## src/hdl/rtse_pkg.sv

```systemverilog
// ----------------------------------------------------------------------------
// rtse_pkg
// Shared types and constants of the raw track sector extractor.
// ----------------------------------------------------------------------------
package rtse_pkg;

  localparam int unsigned BYTE_W  = 8;
  localparam int unsigned INDEX_W = 13;

  // Track format bytes
  localparam logic [BYTE_W-1:0] GAP_BYTE       = 8'h4E;
  localparam logic [BYTE_W-1:0] SYNC_BYTE      = 8'h00;
  localparam logic [BYTE_W-1:0] LEAD_SYNC_BYTE = 8'hC2;
  localparam logic [BYTE_W-1:0] A1_BYTE        = 8'hA1;
  localparam logic [BYTE_W-1:0] ID_MARK        = 8'hFE;
  localparam logic [BYTE_W-1:0] DATA_MARK      = 8'hFB;

  typedef struct packed {
    logic               data_valid;
    logic [BYTE_W-1:0]  data_byte;
    logic [INDEX_W-1:0] dest_index;
    logic               track_done;
    logic               track_ok;
  } rtse_res_t;

endpackage

```

## src/hdl/rtse_parse.sv

```systemverilog
// ----------------------------------------------------------------------------
// rtse_parse
// Track layout walker: one raw byte per word, next state and result in one pass.
// ----------------------------------------------------------------------------
module rtse_parse #(
  parameter int unsigned DEST_CAPACITY = 5120
) (
  input  logic                             clk,
  input  logic                             rst_n,
  input  logic                             accept,
  input  logic [rtse_pkg::BYTE_W-1:0]      raw_byte,
  input  logic                             last_byte,
  output logic                             res_valid,
  output rtse_pkg::rtse_res_t              res
);
  import rtse_pkg::*;

  localparam int unsigned WI_W = $clog2(DEST_CAPACITY + 1);
  localparam int unsigned FC_W = 11;

  typedef enum logic [3:0] {
    PH_LEAD_GAP, PH_LEAD_SYNC, PH_GAP, PH_SYNC_ID, PH_MARK_ID, PH_HEADER,
    PH_HDR_CRC, PH_GAP_DATA, PH_SYNC_DATA, PH_MARK_DATA, PH_DATA, PH_DATA_CRC
  } phase_t;

  phase_t            phase_r, phase_nxt;
  logic [1:0]        smc_r, smc_nxt;
  logic [FC_W-1:0]   fc_r, fc_nxt;
  logic [1:0]        sc_r, sc_nxt;
  logic [WI_W-1:0]   wi_r, wi_nxt;
  logic              failed_r, failed_nxt;
  logic              emit;
  logic              ok;
  logic [FC_W-1:0]   data_last;

  assign data_last = (FC_W'(128) << sc_r) - FC_W'(1);

  always_comb begin
    phase_nxt  = phase_r;
    smc_nxt    = smc_r;
    fc_nxt     = fc_r;
    sc_nxt     = sc_r;
    wi_nxt     = wi_r;
    failed_nxt = failed_r;
    emit       = 1'b0;
    if (!failed_r) begin
      // fall through the gap and sync phases on the same byte
      if (phase_nxt == PH_LEAD_GAP && raw_byte != GAP_BYTE) phase_nxt = PH_LEAD_SYNC;
      if (phase_nxt == PH_LEAD_SYNC && raw_byte != SYNC_BYTE &&
          raw_byte != LEAD_SYNC_BYTE) phase_nxt = PH_GAP;
      if (phase_nxt == PH_GAP && raw_byte != GAP_BYTE) phase_nxt = PH_SYNC_ID;
      if (phase_nxt == PH_SYNC_ID && raw_byte != SYNC_BYTE) begin
        phase_nxt = PH_MARK_ID;
        smc_nxt   = 2'd0;
      end
      if (phase_nxt == PH_GAP_DATA && raw_byte != GAP_BYTE) phase_nxt = PH_SYNC_DATA;
      if (phase_nxt == PH_SYNC_DATA && raw_byte != SYNC_BYTE) begin
        phase_nxt = PH_MARK_DATA;
        smc_nxt   = 2'd0;
      end
      case (phase_nxt)
        PH_LEAD_GAP, PH_LEAD_SYNC, PH_GAP, PH_SYNC_ID, PH_GAP_DATA, PH_SYNC_DATA: ;
        PH_MARK_ID, PH_MARK_DATA: begin
          if (raw_byte == A1_BYTE && smc_nxt != 2'd3) begin
            smc_nxt = smc_nxt + 2'd1;
          end else if (phase_nxt == PH_MARK_ID && raw_byte == ID_MARK) begin
            phase_nxt = PH_HEADER;
            fc_nxt    = '0;
          end else if (phase_nxt == PH_MARK_DATA && raw_byte == DATA_MARK) begin
            phase_nxt = PH_DATA;
            fc_nxt    = '0;
          end else begin
            failed_nxt = 1'b1;
          end
        end
        PH_HEADER: begin
          fc_nxt = fc_r + FC_W'(1);
          if (fc_r == FC_W'(3)) begin
            if (raw_byte inside {[8'd1:8'd3]}) begin
              sc_nxt    = raw_byte[1:0];
              phase_nxt = PH_HDR_CRC;
              fc_nxt    = '0;
            end else begin
              failed_nxt = 1'b1;
            end
          end
        end
        PH_HDR_CRC, PH_DATA_CRC: begin
          fc_nxt = fc_r + FC_W'(1);
          if (fc_r == FC_W'(1)) begin
            phase_nxt = (phase_r == PH_HDR_CRC) ? PH_GAP_DATA : PH_GAP;
            fc_nxt    = '0;
          end
        end
        PH_DATA: begin
          // drop bytes past the end of the buffer, but keep counting them
          if (wi_r < WI_W'(DEST_CAPACITY)) begin
            emit   = 1'b1;
            wi_nxt = wi_r + WI_W'(1);
          end
          fc_nxt = fc_r + FC_W'(1);
          if (fc_r == data_last) begin
            phase_nxt = PH_DATA_CRC;
            fc_nxt    = '0;
          end
        end
        default: failed_nxt = 1'b1;
      endcase
    end
    ok = !failed_nxt && ((phase_nxt inside {PH_LEAD_GAP, PH_LEAD_SYNC, PH_GAP}) ||
                         (phase_nxt == PH_DATA_CRC && fc_nxt != '0));
  end

  always_comb begin
    res_valid      = accept && (emit || last_byte);
    res.data_valid = emit;
    res.data_byte  = emit ? raw_byte : '0;
    res.dest_index = emit ? INDEX_W'(wi_r) : '0;
    res.track_done = last_byte;
    res.track_ok   = last_byte && ok;
  end

  always_ff @(posedge clk) begin
    if (!rst_n || (accept && last_byte)) begin
      phase_r  <= PH_LEAD_GAP;
      smc_r    <= 2'd0;
      fc_r     <= '0;
      sc_r     <= 2'd0;
      wi_r     <= '0;
      failed_r <= 1'b0;
    end else if (accept) begin
      phase_r  <= phase_nxt;
      smc_r    <= smc_nxt;
      fc_r     <= fc_nxt;
      sc_r     <= sc_nxt;
      wi_r     <= wi_nxt;
      failed_r <= failed_nxt;
    end
  end

endmodule

```

## src/hdl/rtse_out_reg.sv

```systemverilog
// ----------------------------------------------------------------------------
// rtse_out_reg
// Result register: holds one word until the downstream side takes it.
// ----------------------------------------------------------------------------
module rtse_out_reg (
  input  logic                clk,
  input  logic                rst_n,
  input  logic                res_valid,
  input  rtse_pkg::rtse_res_t res,
  input  logic                out_stall,
  output logic                busy,
  output logic                out_valid,
  output rtse_pkg::rtse_res_t out_res
);
  import rtse_pkg::*;

  logic      valid_r;
  rtse_res_t res_r;
  logic      load;

  // free when empty or when the held word leaves this cycle
  assign load      = !valid_r || !out_stall;
  assign busy      = !load;
  assign out_valid = valid_r;
  assign out_res   = res_r;

  always_ff @(posedge clk) begin
    if (!rst_n) begin
      valid_r <= 1'b0;
    end else if (load) begin
      valid_r <= res_valid;
    end
  end

  always_ff @(posedge clk) begin
    if (load && res_valid) begin
      res_r <= res;
    end
  end

endmodule

```

## src/hdl/raw_track_sector_extractor.sv

```systemverilog
// ----------------------------------------------------------------------------
// raw_track_sector_extractor
// Walks an IBM-layout raw track and emits sector data bytes with their index.
// ----------------------------------------------------------------------------
// One raw byte is taken per cycle while in_stall is low. The layout walker is
// combinational and its state registers are updated at the accepting edge; the
// result (a sector byte, an end-of-track report, or both) is loaded into a single
// output register at that edge and sits there in the next cycle. Input is taken
// whenever that register is empty or being drained, so a full stream runs at one
// byte per clock while the output is not stalled. Bytes that produce no result (gaps, marks, CRCs) leave
// nothing on the output. CRCs are not checked; the track state clears after
// the word flagged as the last byte.
module raw_track_sector_extractor #(
  parameter int unsigned DEST_CAPACITY = 5120
) (
  input  logic                              clk,
  input  logic                              rst_n,
  input  logic                              in_valid,
  output logic                              in_stall,
  input  logic [rtse_pkg::BYTE_W-1:0]       in_raw_byte,
  input  logic                              in_last_byte,
  output logic                              out_valid,
  input  logic                              out_stall,
  output logic                              out_data_valid,
  output logic [rtse_pkg::BYTE_W-1:0]       out_data_byte,
  output logic [rtse_pkg::INDEX_W-1:0]      out_dest_index,
  output logic                              out_track_done,
  output logic                              out_track_ok
);
  import rtse_pkg::*;

  logic      accept;
  logic      res_valid;
  logic      busy;
  rtse_res_t res;
  rtse_res_t out_res;

  assign in_stall = busy;
  assign accept   = in_valid && !busy;

  rtse_parse #(
    .DEST_CAPACITY(DEST_CAPACITY)
  ) u_parse (
    .clk      (clk),
    .rst_n    (rst_n),
    .accept   (accept),
    .raw_byte (in_raw_byte),
    .last_byte(in_last_byte),
    .res_valid(res_valid),
    .res      (res)
  );

  rtse_out_reg u_out_reg (
    .clk      (clk),
    .rst_n    (rst_n),
    .res_valid(res_valid),
    .res      (res),
    .out_stall(out_stall),
    .busy     (busy),
    .out_valid(out_valid),
    .out_res  (out_res)
  );

  assign out_data_valid = out_res.data_valid;
  assign out_data_byte  = out_res.data_byte;
  assign out_dest_index = out_res.dest_index;
  assign out_track_done = out_res.track_done;
  assign out_track_ok   = out_res.track_ok;

  a_ok_needs_done: assert property (@(posedge clk) disable iff (!rst_n)
    out_valid && out_track_ok |-> out_track_done)
    else $error("track_ok without track_done");

  a_result_has_cause: assert property (@(posedge clk) disable iff (!rst_n)
    out_valid |-> out_data_valid || out_track_done)
    else $error("empty result word");

  a_idle_fields_zero: assert property (@(posedge clk) disable iff (!rst_n)
    out_valid && !out_data_valid |-> out_data_byte == '0 && out_dest_index == '0)
    else $error("data fields set without data_valid");

  a_index_in_range: assert property (@(posedge clk) disable iff (!rst_n)
    out_valid && out_data_valid |-> 32'(out_dest_index) < DEST_CAPACITY)
    else $error("dest_index beyond capacity");

endmodule

```

## config.mk

```make
export PLATFORM = sky130hd
export DESIGN_NAME = raw_track_sector_extractor
export DESIGN_NICKNAME = d
export VERILOG_FILES = /design/src/hdl/rtse_pkg.sv /design/src/hdl/rtse_parse.sv /design/src/hdl/rtse_out_reg.sv /design/src/hdl/raw_track_sector_extractor.sv
export SDC_FILE = /design/constraint.sdc
export NUM_CORES = 1
export LEC_CHECK = 0
export ABC_AREA = 1
export ABC_CLOCK_PERIOD_IN_PS = 4700
export BUFFER_PORTS_ARGS = -buffer_cell sky130_fd_sc_hd__buf_2
export CAP_MARGIN = 20
export CORE_AREA = 2 2 113 115
export DETAILED_ROUTE_END_ITERATION = 10
export DIE_AREA = 0 0 115 117
export MAX_ROUTING_LAYER = met4
export PLACE_DENSITY = 0.43
export SLEW_MARGIN = 5
export SYNTH_ARGS = -nofsm -noshare
export SYNTH_HDL_FRONTEND = slang
export SYNTH_HIERARCHICAL = 1
export SYNTH_SLANG_ARGS = --single-unit
```

## constraint.sdc

```tcl
create_clock -name clk -period 4.7 [get_ports clk]
set_input_delay 0.47 -clock clk [delete_from_list [all_inputs] [get_ports clk]]
set_output_delay 0.47 -clock clk [all_outputs]
set_load 0.05 [all_outputs]
```

==> impl_metrics.csv <==
group,metric,value,unit
timing,finalCritPeriodShare,0.660,
cts,clk_pin_slew_worst_paths,0.05,ns
detailed_routing,num_vias,3232,
yosys,ys.flop_type,"dfxtp_1",
cts,cts_resized,0,
detailed_routing,firstDrtPassIters,7,
detailed_routing,top_layer,"met4",
critical_path,cpPeakStageDelay,0.39,ns
grt,grt_overflow,0,
yosys,synth-edff-count,24,
critical_path,cp_top_family,"simple AND/OR/NAND/NOR gates",
timing,hold_slack,0.343,ns
flow_run,drv_cap,0,
detailed_routing,drt-initial-drc-count,274,
cells_and_area,final_common_cell,"inv_1",
yosys,syn_inst,489,
grt,grt_start_max_net_pins,25,
cells_and_area,syn_to_final_growth,18.4,%
detailed_routing,route.met3.wl,382,um
critical_path,cp_num_buf_inv,1,
yosys,synth_cell_type_count,40,
cts,insertion_delay,0.33,ns
timing,worst_slew_pin_slew,0.723,ns
yosys,synth-seq-cells,58,
cts,tritoncts,"built",
cts,numCtsBuffers,9,
detailed_routing,wirelength,9100,um
placed_design,dp_cells,672,
cells_and_area,fin_util,0.346,
critical_path,r2r_cells,18,
timing,finalSetupViolations,0,
cts,cts-root-buf,"clkbuf_16",
min_path,min_to,"u_out_reg/out_res[1]",
critical_path,critPathRequiredTime,4.93,ns
critical_path,crit_path_end_kind,"register",
die,die_y,117,um
power,cellPowerDensity,521,nW/um2
die,initial_core_util,0.292,
grt,grt_use_total,0.148,
timing,fin_skew,0.00524,ns
detailed_routing,drt-vias-per-instance,4.70,
critical_path,path_cells,"nor3_2 -> nand2_1 -> nor2_2 -> nand2_2 -> nand2_4 -> nand4_2 -> inv_2 -> nor2_2 -> nor2_4 -> nand3_4 -> nor2_8 -> nand4_2 -> nor3_2 -> nand4_2 -> nor2_2 -> nand3_1 -> nand2_1 -> nor2_1",
critical_path,crit_fanout,24,
yosys,synth_top_area_frac,0.201,
die,ioPinCount,39,
cts,cts.path.max_buffers,2,
cells_and_area,layout_common_cells,"inv_1, nand2_1, nor2_1, buf_2, dfxtp_1",
yosys,yosys.area.top_type,"edfxtp_1",
cells_and_area,drive_gt1_frac,0.216,
critical_path,crit_type,"reg2reg",
grt,grt_pass1_wl,14800,um
placed_design,hpwlAfterDp,6900,um
timing,fmax,0.322,GHz
cells_and_area,fin_nets,550,
timing,period_minus_slack,3.10,ns
power,peakVddDrop,0.145,mV
cts,cts_setup_buffers,0,
yosys,synthTopCellsByArea,"edfxtp_1, dfxtp_1, inv_1, nand2_1, nor2_1",
placed_design,io_buffers,38,
timing,final-hold-violation-count,0,
critical_path,critical_path.slowest_cell,"dfxtp_1",
cells_and_area,antenna_cells,0,
detailed_routing,route.detailed.drc,0,
critical_path,crit_arrival,3.33,ns
critical_path,regToRegSetupSlack,1.60,ns
grt,grt_pass1_vias,3087,
cts,clock_sinks,58,
detailed_routing,met2_length,4140,um
grt,antenna_found_initial,0,
yosys,yosysSeqAreaShare,0.390,
critical_path,r2r-start,"u_parse/phase_r[3]",
yosys,async_flop_share,0,
die,die-area,13500,um2
placed_design,gp_congestion,0.888,
yosys,syn_area_per_cell,7.35,um2
cts,cts_hold_buf,0,
yosys,ys_warn_count,6,
min_path,hold_start,"in_last_byte",
detailed_routing,wire_per_inst,13.2,um
detailed_routing,met1_length,4340,um
cts,h-tree-depth,3,
yosys,synth_area,3590,um2
critical_path,critPathLaunchType,"register",
timing,grt_setup_unrepaired,"false",
power,power,2220,uW
detailed_routing,ant_nets,0,
min_path,hp-class,"in2reg",
timing,fin_tns_setup,0,ns
die,core,12300,um2
cells_and_area,final_cells,688,
critical_path,rr_endpoint,"u_parse/wi_r[11]",
timing,report.final.slew_viol_count,0,
min_path,hold_depth,1,
die,die_w,115,um
outcome,status,"complete, no violations",
die,row_count,41,
yosys,synth_fp_nets,506,
timing,relSlewSlack,0.513,
power,leakage,0.00192,uW
## cells in the mapped netlist, drive strengths merged, types with 6 or more instances
cell type / instances
a21oi: 30
dfxtp: 34
edfxtp: 24
inv: 100
nand2: 88
nand3: 32
nand4: 10
nor2: 78
nor3: 17
nor4: 7
o211ai: 6
o21ai: 28
## stage by stage
step                      instance area, um2  setup WS [ns]
after global routing                    4250           1.27
after global placement                  3960           1.38
after floorplan                         3590           1.73
after detailed placement                3960           1.36
after CTS                               4250           1.55
final                                   4250           1.60
## logic make-up after synthesis
group,count (synthesis),share of synthesized area
adder cells (fa/ha/maj),4,0.0139
XOR/XNOR,6,0.0146
flip-flops,58,0.390
AO/OA/AOI/OAI,75,0.124
AND/OR/NAND/NOR,237,0.342
buffers and inverters,109,0.116
## how the worst max path moves through the flow
| stage | from | endpoint | slack (ns) | cells past startpoint |
|---|---|---|---|---|
| 6_report | u_parse/phase_r[3] | u_parse/wi_r[11] | 1.60 | 18 |
| 3_5_place_dp | in_raw_byte[4] | u_parse/wi_r[11] | 1.36 | 21 |
| 5_1_grt | u_parse/phase_r[3] | u_parse/wi_r[11] | 1.27 | 18 |
| 2_1_floorplan | in_raw_byte[4] | u_out_reg/out_res[0] | 1.73 | 15 |
| 3_3_place_gp | in_raw_byte[0] | u_parse/wi_r[11] | 1.38 | 23 |
| 4_1_cts | u_parse/phase_r[3] | u_parse/wi_r[11] | 1.55 | 18 |
## power by group
group / leakage [uW] / internal, uW / switching [uW]
Sequential: 0.000508 / 569 / 34.8
Combinational: 0.00127 / 275 / 690
Clock: 0.000135 / 407 / 240
Total: 0.00192 / 1250 / 965
## flip-flops by register name, summed over array words and instances, names as in the netlist
register             cells
u_out_reg/out_res       24
u_out_reg/out_valid      1
u_parse/failed_r         1
u_parse/fc_r            11
u_parse/phase_r          4
u_parse/sc_r             2
u_parse/smc_r            2
u_parse/wi_r            13
## routing by layer
layer | vias to the layer above | GRT usage
met3 | 20 | 0.0355
li1 | 1683 | -
met4 | 0 | 0.0699
met2 | 73 | 0.230
met5 | - | -
met1 | 1456 | 0.180
## cell type report
class / instances / area (um2)
inverters: 100 / 375
clock buffers: 9 / 225
multi-input cells: 322 / 1770
flip-flops and latches: 58 / 1400
fillers: 1321 / 8060
clock inverters: 7 / 70.1
repair buffers: 42 / 220
well taps: 150 / 188
(Power assumes the default switching activity.)
